## config.mk

```make
export PLATFORM = sky130hd
export DESIGN_NAME = x86eu_ctrl
export DESIGN_NICKNAME = d
export VERILOG_FILES = /design/src/rtl/x86eu_pkg.sv /design/src/rtl/x86eu_ctrl.sv
export SDC_FILE = /design/constraint.sdc
export NUM_CORES = 1
export LEC_CHECK = 0
export BUFFER_PORTS_ARGS = -buffer_cell sky130_fd_sc_hd__buf_2
export CORE_MARGIN = 5
export CORE_UTILIZATION = 45
export CTS_BUF_LIST = sky130_fd_sc_hd__clkbuf_8
export DETAILED_ROUTE_END_ITERATION = 7
export PLACE_DENSITY = 0.74
export SKIP_CTS_REPAIR_TIMING = 1
export SYNTH_ARGS = -nofsm -noshare
export SYNTH_HDL_FRONTEND = slang
export SYNTH_SLANG_ARGS = --single-unit
```

## constraint.sdc

```tcl
create_clock -name clk -period 1.7 [get_ports clk]
set_input_delay 0.34 -clock clk [delete_from_list [all_inputs] [get_ports clk]]
set_output_delay 0.34 -clock clk [all_outputs]
set_load 0.005 [all_outputs]
```

## src/rtl/x86eu_pkg.sv

```systemverilog
// Package: operation codes, field widths and shared command/status types.
`timescale 1ns / 1ps
package x86eu_pkg;
  localparam int ADDR_BITS_DEFAULT = 16;
  localparam logic [15:0] SP_RESET = 16'hFFFE;

  typedef enum logic [3:0] {
    ACT_MOV = 4'd0, ACT_ADD = 4'd1, ACT_AND = 4'd2, ACT_OR = 4'd3,
    ACT_XOR = 4'd4, ACT_SUB = 4'd5, ACT_INC = 4'd6, ACT_DEC = 4'd7,
    ACT_MUL = 4'd8, ACT_DIV = 4'd9, ACT_PUSH = 4'd10, ACT_POP = 4'd11
  } action_t;

  localparam logic [1:0] SRC_REG = 2'd0;
  localparam logic [1:0] SRC_IMM = 2'd1;
  localparam logic [1:0] SRC_MEM = 2'd2;

  typedef struct packed {
    logic [3:0]  action;
    logic        is_word;
    logic        dest_is_memory;
    logic [2:0]  dest_reg;
    logic [1:0]  source_kind;
    logic [2:0]  source_reg;
    logic [15:0] immediate;
    logic [15:0] address;
  } item_t;

  typedef struct packed {
    logic [15:0] value;
    logic        borrow;
    logic        high_nonzero;
    logic        divide_error;
  } result_t;

  // Datapath command codes issued by the controller.
  typedef enum logic [3:0] {
    CMD_NONE    = 4'd0,
    CMD_LOAD    = 4'd1,  // latch item, clear memory operand
    CMD_MEMRD0  = 4'd2,  // issue read of low byte
    CMD_MEMRD1  = 4'd3,  // capture low byte, issue high byte read
    CMD_MEMRD2  = 4'd4,  // capture high byte
    CMD_EXEC    = 4'd5,  // compute result, start divide
    CMD_DIVSTEP = 4'd6,
    CMD_WRITE0  = 4'd7,  // commit registers, write low byte
    CMD_WRITE1  = 4'd8,  // write high byte
    CMD_CLEAR   = 4'd9
  } cmd_t;

  typedef struct packed {
    cmd_t        cmd;
  } ctl_t;

  typedef struct packed {
    logic need_mem_read;
    logic is_div;
    logic div_done;
    logic need_wr_hi;
    logic clear_done;
  } sts_t;
endpackage

```

## src/rtl/x86eu_ctrl.sv

```systemverilog
// Controller state machine sequencing memory access, execution and write-back.
`timescale 1ns / 1ps
module x86eu_ctrl import x86eu_pkg::*; (
  input  logic clk,
  input  logic rst,
  input  logic in_valid,
  output logic in_ready,
  output logic out_valid,
  input  logic out_ready,
  input  sts_t sts,
  output ctl_t ctl
);
  typedef enum logic [9:0] {
    S_CLEAR = 10'b0000000001, S_IDLE = 10'b0000000010,
    S_RD0   = 10'b0000000100, S_RD1  = 10'b0000001000,
    S_RD2   = 10'b0000010000, S_EXEC = 10'b0000100000,
    S_DIV   = 10'b0001000000, S_WR0  = 10'b0010000000,
    S_WR1   = 10'b0100000000, S_OUT  = 10'b1000000000
  } state_t;

  state_t state, state_next;

  always_ff @(posedge clk) begin
    if (rst) state <= S_CLEAR;
    else state <= state_next;
  end

  assign in_ready  = (state == S_IDLE);
  assign out_valid = (state == S_OUT);

  always_comb begin
    state_next = state;
    ctl.cmd = CMD_NONE;
    unique case (state)
      S_CLEAR: begin
        ctl.cmd = CMD_CLEAR;
        if (sts.clear_done) state_next = S_IDLE;
      end
      S_IDLE: if (in_valid) begin
        ctl.cmd = CMD_LOAD;
        state_next = S_RD0;
      end
      S_RD0: begin
        if (sts.need_mem_read) begin
          ctl.cmd = CMD_MEMRD0;
          state_next = S_RD1;
        end else state_next = S_EXEC;
      end
      S_RD1: begin
        ctl.cmd = CMD_MEMRD1;
        state_next = S_RD2;
      end
      S_RD2: begin
        ctl.cmd = CMD_MEMRD2;
        state_next = S_EXEC;
      end
      S_EXEC: begin
        ctl.cmd = CMD_EXEC;
        state_next = sts.is_div ? S_DIV : S_WR0;
      end
      S_DIV: begin
        ctl.cmd = CMD_DIVSTEP;
        if (sts.div_done) state_next = S_WR0;
      end
      S_WR0: begin
        ctl.cmd = CMD_WRITE0;
        state_next = sts.need_wr_hi ? S_WR1 : S_OUT;
      end
      S_WR1: begin
        ctl.cmd = CMD_WRITE1;
        state_next = S_OUT;
      end
      S_OUT: if (out_ready) state_next = S_IDLE;
      default: state_next = S_CLEAR;
    endcase
  end
endmodule

```

* Word-level counts from Yosys, hierarchy flattened
Index checks and enable logic that the tools add are counted.
Word-level totals: flip-flop bits (word level) 10, latch bits 0, bits in writable memories 0, bits in read-only memories 0, input bits 9, output and inout port bits 6, memories 0
Cells by class: add/sub/neg operators 0, multipliers 0, div/mod/pow operators 0, $lt $le $gt $ge 0, equal/unequal tests 14, shift operators 0, muxes and demuxes 11, bitwise gates (word level) 0, reduce and logical (&&, ||, !) cells 1
Operators by type and width (count):
- 10-bit case mux with 10 select lines | 1
- 10-bit 2-to-1 mux | 5
- 4-bit case mux with 9 select lines | 1
- 10-bit by 1-bit == test with 1-bit output, second input constant | 1
- 10-bit == test, second input constant | 1
- 10-bit by 2-bit == test with 1-bit output, second input constant | 1
- 10-bit by 3-bit == test with 1-bit output, second input constant | 1
- 10-bit by 4-bit == test with 1-bit output, second input constant | 1
- 10-bit by 5-bit == test with 1-bit output, second input constant | 1
- 10-bit by 6-bit == test with 1-bit output, second input constant | 1
- 10-bit by 7-bit == test with 1-bit output, second input constant | 1
- 10-bit by 8-bit == test with 1-bit output, second input constant | 1
- 10-bit by 9-bit == test with 1-bit output, second input constant | 1
- 8-bit 2-to-1 mux | 1
- 6-bit 2-to-1 mux | 1
- 2-bit inequality test, second input constant | 3
- 4-bit AND reduction | 1
- 2-bit 2-to-1 mux | 1
- 2-bit by 1-bit inequality test with 1-bit output, second input constant | 1
- 1-bit 2-to-1 mux | 1

* Logic depth before layout (Yosys ltp)
Gate-level depths: netlist of run 1.
word-level depth 3, gate-level depth with buffers 6, depth with buffers taken out 4

* Least setup slack after synthesis of run 1
Ideal clock, no wire load.
path type reg2out, from register state[9], to output ctl[0] in the netlist's numbering, arrival time 1.285 ns, required time 1.360 ns, setup slack 0.075 ns, stages on the path, launching flop included 6, buffers on the path 1, cells stage by stage dfxtp_1 buf_6 nor4_4 nand2_2 o31a_2 o32ai_1
RTL lines:
- start: declaration | RTL line x86eu_ctrl.sv:21 | state_t state, state_next;
- start signal: assignment | RTL line x86eu_ctrl.sv:25 | else state <= state_next;
- end: declaration | RTL line x86eu_ctrl.sv:11 | output ctl_t ctl

==> metrics.md, run 1 <==
| Metric | Value |
|---|---|
| CTS tree | `done` |
| Worst skew pair latency | `230 ps` |
| Initial antenna violation count | `0` |
| RSZ-0062 raised after global routing | `yes` |
| Top cells by area, synth | `dfxtp_1, nor4_4, nand3b_1` |
| Final worst slack | `-177 ps` |
| Top-count cell post-synth | `dfxtp_1` |
| Seq/Total Area, Yosys | `24.8%` |
| Utilization after layout | `63.0%` |
| I/O pins | `15` |
| Placed Cells | `145` |
| Asr flop ratio synth | `0%` |
| Die Y | `52.4 µm` |
| Worst min-delay path class | `in2reg` |
| Fin Clk Skew | `4.24 ps` |
| Synth top cells by count | `dfxtp_1, nor2_1, o21ai_0` |
| Cell taking the most area after synthesis | `dfxtp_1` |
| Row count | `15` |
| Post-synth top flop | `dfxtp_1` |
| Avg WL per Cell | `14.2 µm` |
| Die area | `2740 µm²` |
| GPL Wtd Cong | `0.857` |
| Post-synth cell types | `36` |
| Slew Limit Fails | `0` |
| Largest regs | `state: 10 flops` |
| Ant. Diodes | `0` |
| Status | `finished with violations` |
| DRC errors left | `0` |
| IO Port Bufs | `14` |
| Clk root buf | `clkbuf_8` |
| Warnings from Yosys | `0` |
| Via Count | `847` |
| Syn Area/Cell | `7.77 µm²` |
| Clock Path Buffers | `2` |
| Cells after synthesis | `104` |
| Sequential Area | `219 µm²` |
| WP data arrival | `1540 ps` |
| Setup crit end kind | `output port` |
| H-tree depth | `1` |
| Synth Cell Area | `808 µm²` |
| Mapped Nets | `113` |
| Power density over the cells | `650 nW/µm²` |
| Tot Pwr | `707 µW` |
| Finished Layout Cells | `153` |
| Routed Antenna Nets | `0` |
| Final Hold Fails | `0` |
| Hpwl dp | `1.57 mm` |
| Peak VDD IR | `463 µV` |
| Worst Tran Pin Value | `364 ps` |
| Multi-input gate area | `556 µm²` |
| Final Setup Violations | `5` |
| Worst Setup Start Kind | `flip-flop` |
| Area delta synth->final | `34.7%` |
| CP required | `1360 ps` |
| Yosys reg bits | `10` |
| Maxcap violations | `0` |
| CP max-delay cell | `dfxtp_2` |
| Slew margin rel. | `75.5%` |
| Core Region | `1730 µm²` |
| Top cell type's share of synthesized area | `24.8%` |
| Total GRT Usage | `16.5%` |
| Clk sinks | `10` |
| Failing checks | `setup timing` |
| Share of layout cells above drive strength 1 | `42.2%` |
| Crit path max fanout | `2` |
| Fill count | `145` |
| Starting density of the core | `46.8%` |
| Leak | `0.417 nW` |
| Fmax | `533 MHz` |
| Total gr overflow | `0` |
| Routed vias/inst | `5.54` |
| Number of global-route vias before repair | `752` |
| CP Cell Sequence | `nor4_4 > buf_4 > nand4_1 > o31a_2 > o32ai_2 > buf_2` |
| Largest net degree at the start of global routing | `13` |
| Inserted Clock Buffers | `3` |
| Fin crit period | `1880 ps` |
| Max FFs per register | `10` |
| First DRT Iteration DRCs | `24` |
| Critical path class | `reg2out` |
| Slowest cell delay on critical path | `330 ps` |
| Chip Width | `52.4 µm` |
| Largest Register | `state` |
| EDFF count, synth | `0` |
| Routed WL | `2.17 mm` |
| First-pass GRT wire length | `3.45 mm` |
| DR pass1 iterations | `4` |
| Reg clk slew, reported paths | `40 ps` |
| Final net count | `139` |
| Final Cycle Share | `110%` |
==> through the flow <==
| stage | hold slack, ps | TNS (ps) | area [µm²] | setup WS, ps |
|---|---|---|---|---|
| global route | 386 | -886 | 1090 | -265 |
| detailed placement | 579 | 0 | 945 | 33.8 |
| global placement | 565 | 0 | 945 | 56.5 |
| finish | 374 | -429 | 1090 | -177 |
| floorplan | 480 | 0 | 808 | 75.0 |
| CTS | 376 | -964 | 986 | -217 |
==> metal layers <==
layer  share of wire (%)  track usage (%)
met1                  48             23.5
met2                  47             25.0
met3                 5.4             3.70
met4                0.28             3.83
met5                   0                0
==> cell usage in the layout (no fill, tap or decap), types with 3 or more instances in the layout <==
cell type  instances
a21oi_1            4
buf_2             13
buf_4             16
buf_6              3
clkbuf_8           3
dfxtp_1            3
dfxtp_2            3
dfxtp_4            4
inv_1              6
nand2_1            4
nand3_1            3
nand3b_1           5
nor2_1             8
nor3_1             4
nor3b_1            5
o21ai_0            5
or3_1              3
xnor2_1            3
==> power breakdown <==
| group | switching (mW) | internal, mW | leakage [nW] |
|---|---|---|---|
| registers | 0.00892 | 0.239 | 0.0848 |
| clock network | 0.0843 | 0.154 | 0.0216 |
| logic | 0.103 | 0.118 | 0.310 |
==> final cells by class <==
type                            instances  area share, %
Clock buffer                            3           3.79
Sequential cell                        10           20.1
Timing Repair Buffer                   32           20.1
Tap cell                               25           2.87
Multi-Input combinational cell         77           51.0
Inverter                                6           2.07
==> cells by family (layout without fill, tap and decap cells) <==
| kind of cell | count (synthesis) | after routing | synth area share [%] |
|---|---|---|---|
| XOR/XNOR | 5 | 5 | 5.42 |
| buffers and inverters | 17 | 41 | 10.5 |
| AO/OA/AOI/OAI | 21 | 21 | 16.9 |
| multiplexers | 2 | 2 | 2.48 |
| AND/OR/NAND/NOR | 49 | 49 | 39.9 |
| flip-flops | 10 | 10 | 24.8 |
==> worst paths after layout <==
check	from	end	slack [ps]	cells after the start
setup / recovery	state[1]$_SDFFE_PP0P_	ctl[0]	-180	6
hold / removal	in_valid	state[2]$_SDFFE_PP0P_	370	3
setup reg to reg	state[1]$_SDFFE_PP0P_	state[7]$_SDFFE_PP0P_	180	5
hold reg to reg	state[3]$_SDFFE_PP0P_	state[4]$_SDFFE_PP0P_	600	2
==> worst max-delay path, delay by kind of cell, from the launching register on <==
family,cells,cell delay (ps)
and+or+nand+nor,2,420
buffers and inverters,2,330
AOI/OAI and AO/OA,2,230
DFF,1,330
(Power assumes the default switching activity.)
==> run 2: changes to the inputs <==
--- a/config.mk
+++ b/config.mk
@@ -6,11 +6,12 @@
 export NUM_CORES = 1
 export LEC_CHECK = 0
 export BUFFER_PORTS_ARGS = -buffer_cell sky130_fd_sc_hd__buf_2
+export CORE_ASPECT_RATIO = 1.4
 export CORE_MARGIN = 5
-export CORE_UTILIZATION = 45
+export CORE_UTILIZATION = 35
 export CTS_BUF_LIST = sky130_fd_sc_hd__clkbuf_8
 export DETAILED_ROUTE_END_ITERATION = 7
-export PLACE_DENSITY = 0.74
+export PLACE_DENSITY = 0.62
 export SKIP_CTS_REPAIR_TIMING = 1
 export SYNTH_ARGS = -nofsm -noshare
 export SYNTH_HDL_FRONTEND = slang
==> metrics.md, run 2 (synthesis results as in run 1) <==
| Metric | Value |
|---|---|
| Setup crit end kind | `output port (unchanged)` |
| Hpwl dp | `1.54 mm (was 1.57 mm)` |
| Chip Width | `50.6 µm (was 52.4 µm)` |
| Number of global-route vias before repair | `768 (was 752)` |
| Crit path max fanout | `9 (was 2)` |
| Row count | `20 (was 15)` |
| Starting density of the core | `36.7% (was 46.8%)` |
| Critical path class | `reg2out (unchanged)` |
| Largest net degree at the start of global routing | `13 (unchanged)` |
| Clk root buf | `clkbuf_8 (unchanged)` |
| Failing checks | `setup timing (unchanged)` |
| First-pass GRT wire length | `3.30 mm (was 3.45 mm)` |
| Slew Limit Fails | `0 (unchanged)` |
| CP Cell Sequence | `buf_4 > xor2_2 > o21ai_1 > o32ai_1 > and3_2 > buf_2 (was nor4_4 > buf_4 > nand4_1 > o31a_2 > o32ai_2 > buf_2)` |
| Largest regs | `state: 10 flops (unchanged)` |
| Worst skew pair latency | `240 ps (was 230 ps)` |
| Slowest cell delay on critical path | `410 ps (was 330 ps)` |
| Most frequent cells in the layout | `buf_4, buf_2, nor2_1 (unchanged)` |
| Largest Register | `state (unchanged)` |
| CP max-delay cell | `dfxtp_4 (was dfxtp_2)` |
| Met2 wire length | `1.16 mm (was 1.01 mm)` |
| Post-Layout Inst Area | `1090 µm² (about the same)` |
| Peak VDD IR | `441 µV (was 463 µV)` |
| Fin crit period | `1940 ps (was 1880 ps)` |
| Switch Pwr | `213 µW (was 196 µW)` |
| Core Region | `2200 µm² (was 1730 µm²)` |
| TNS Setup | `-767 ps (was -429 ps)` |
| CP Buf/Inv Count | `2 (unchanged)` |
| Slew margin rel. | `75.5% (about the same)` |
| Clk network pwr share | `40.0% (was 33.7%)` |
| Gate power share | `27.6% (was 31.2%)` |
| Total GRT Usage | `12.8% (was 16.5%)` |
| Area delta synth->final | `34.8% (was 34.7%)` |
| Highest Signal Layer | `met4 (unchanged)` |
| Sequential power share | `32.4% (was 35.1%)` |
| Share of layout cells above drive strength 1 | `42.6% (was 42.2%)` |
| Utilization after layout | `49.5% (was 63.0%)` |
| Final net count | `139 (unchanged)` |
| Clock Path Buffers | `2 (unchanged)` |
| Most common cell after layout, fill and taps aside | `buf_4 (unchanged)` |
| Post-Place Cell Area | `933 µm² (was 945 µm²)` |
| Via Count | `887 (was 847)` |
| First DRT Iteration DRCs | `17 (was 24)` |
| Int Pwr | `555 µW (was 511 µW)` |
| CP required | `1360 ps (about the same)` |
| Initial antenna violation count | `0 (unchanged)` |
| Fin Clk Skew | `3.46 ps (was 4.24 ps)` |
| GPL Wtd Cong | `0.863 (was 0.857)` |
| Final hold slack | `364 ps (was 374 ps)` |
| IO Port Bufs | `14 (unchanged)` |
| Routed Antenna Nets | `0 (unchanged)` |
| Worst min-delay path class | `in2reg (unchanged)` |
| Worst Tran Pin Value | `367 ps (was 364 ps)` |
| Max FFs per register | `10 (unchanged)` |
| H-tree depth | `1 (unchanged)` |
| Leak | `0.422 nW (was 0.417 nW)` |
| Wl on met1 | `907 µm (was 1.03 mm)` |
| Power density over the cells | `705 nW/µm² (was 650 nW/µm²)` |
| DR pass1 iterations | `4 (unchanged)` |
| Inserted Clock Buffers | `3 (unchanged)` |
| CTS tree | `done (unchanged)` |
| Fmax | `516 MHz (was 533 MHz)` |
| Placed Cells | `141 (was 145)` |
| Die Y | `66.9 µm (was 52.4 µm)` |
| Ant. Diodes | `0 (unchanged)` |
| Status | `finished with violations (unchanged)` |
| Total gr overflow | `0 (unchanged)` |
| Met3 wire len | `137 µm (was 117 µm)` |
| Maxcap violations | `0 (unchanged)` |
| Routed WL | `2.31 mm (was 2.17 mm)` |
| DRC errors left | `0 (unchanged)` |
| RSZ-0062 raised after global routing | `yes (unchanged)` |
| Routed vias/inst | `5.87 (was 5.54)` |
| Net Sw Frac | `27.7% (about the same)` |
| Critical path's top delay family | `flip-flops (was simple AND/OR/NAND/NOR gates)` |
| Final Cycle Share | `114% (was 110%)` |
| Final Hold Fails | `0 (unchanged)` |
| Die area | `3380 µm² (was 2740 µm²)` |
| Finished Layout Cells | `151 (was 153)` |
| Final Setup Violations | `6 (was 5)` |
| Reg clk slew, reported paths | `50 ps (was 40 ps)` |
| Worst Setup Start Kind | `flip-flop (unchanged)` |
| Final worst slack | `-238 ps (was -177 ps)` |
| Avg WL per Cell | `15.3 µm (was 14.2 µm)` |
| WP data arrival | `1600 ps (was 1540 ps)` |
| I/O pins | `15 (unchanged)` |
| Clk sinks | `10 (unchanged)` |
## run 2: per-layer routing
| layer | GRT usage [%] | up-vias |
|---|---|---|
| met4 | 7.99 | 0 |
| met1 | 15.1 | 421 |
| li1 | - | 424 |
| met3 | 4.25 | 12 |
| met2 | 19.4 | 30 |
| met5 | 0 | - |
## run 2: path summary, 6_finish.rpt
check | start | endpoint | slack [ps] | cells past startpoint
worst min register to register | state[3]$_SDFFE_PP0P_ | state[4]$_SDFFE_PP0P_ | 600 | 2
worst max-delay path | state[4]$_SDFFE_PP0P_ | ctl[2] | -240 | 6
worst max register to register | state[6]$_SDFFE_PP0P_ | state[5]$_SDFFE_PP0P_ | 80 | 5
worst min-delay path | in_valid | state[2]$_SDFFE_PP0P_ | 360 | 3
## run 2: power groups by stage
stage | combinational [mW] | sequential (mW) | clock, mW
after floorplan | 0.121 | 0.252 | 0
after global placement | 0.187 | 0.257 | 0
after detailed placement | 0.188 | 0.257 | 0
after CTS | 0.189 | 0.253 | 0.311
after global routing | 0.233 | 0.250 | 0.316
final | 0.212 | 0.249 | 0.307
## run 2: tightest hold or removal path, delay by kind of cell
family        cells  cell delay, ps
buf+inv           2             160
simple gates      1              50
## run 2: cell type report
cell class,count,area [µm²]
multi-input combinational,77,563
inverter,6,22.5
sequential,10,216
clock buffer,4,55.1
fill,221,1110
timing repair buffer,32,205
tap,22,27.5
## run 2: stage by stage
| step | setup slack (ps) | power, mW |
|---|---|---|
| after CTS | -240 | 0.753 |
| after detailed placement | 28.8 | 0.446 |
| after floorplan | 75.0 | 0.373 |
| final | -238 | 0.768 |
| after global placement | 41.0 | 0.444 |
| after global routing | -280 | 0.798 |
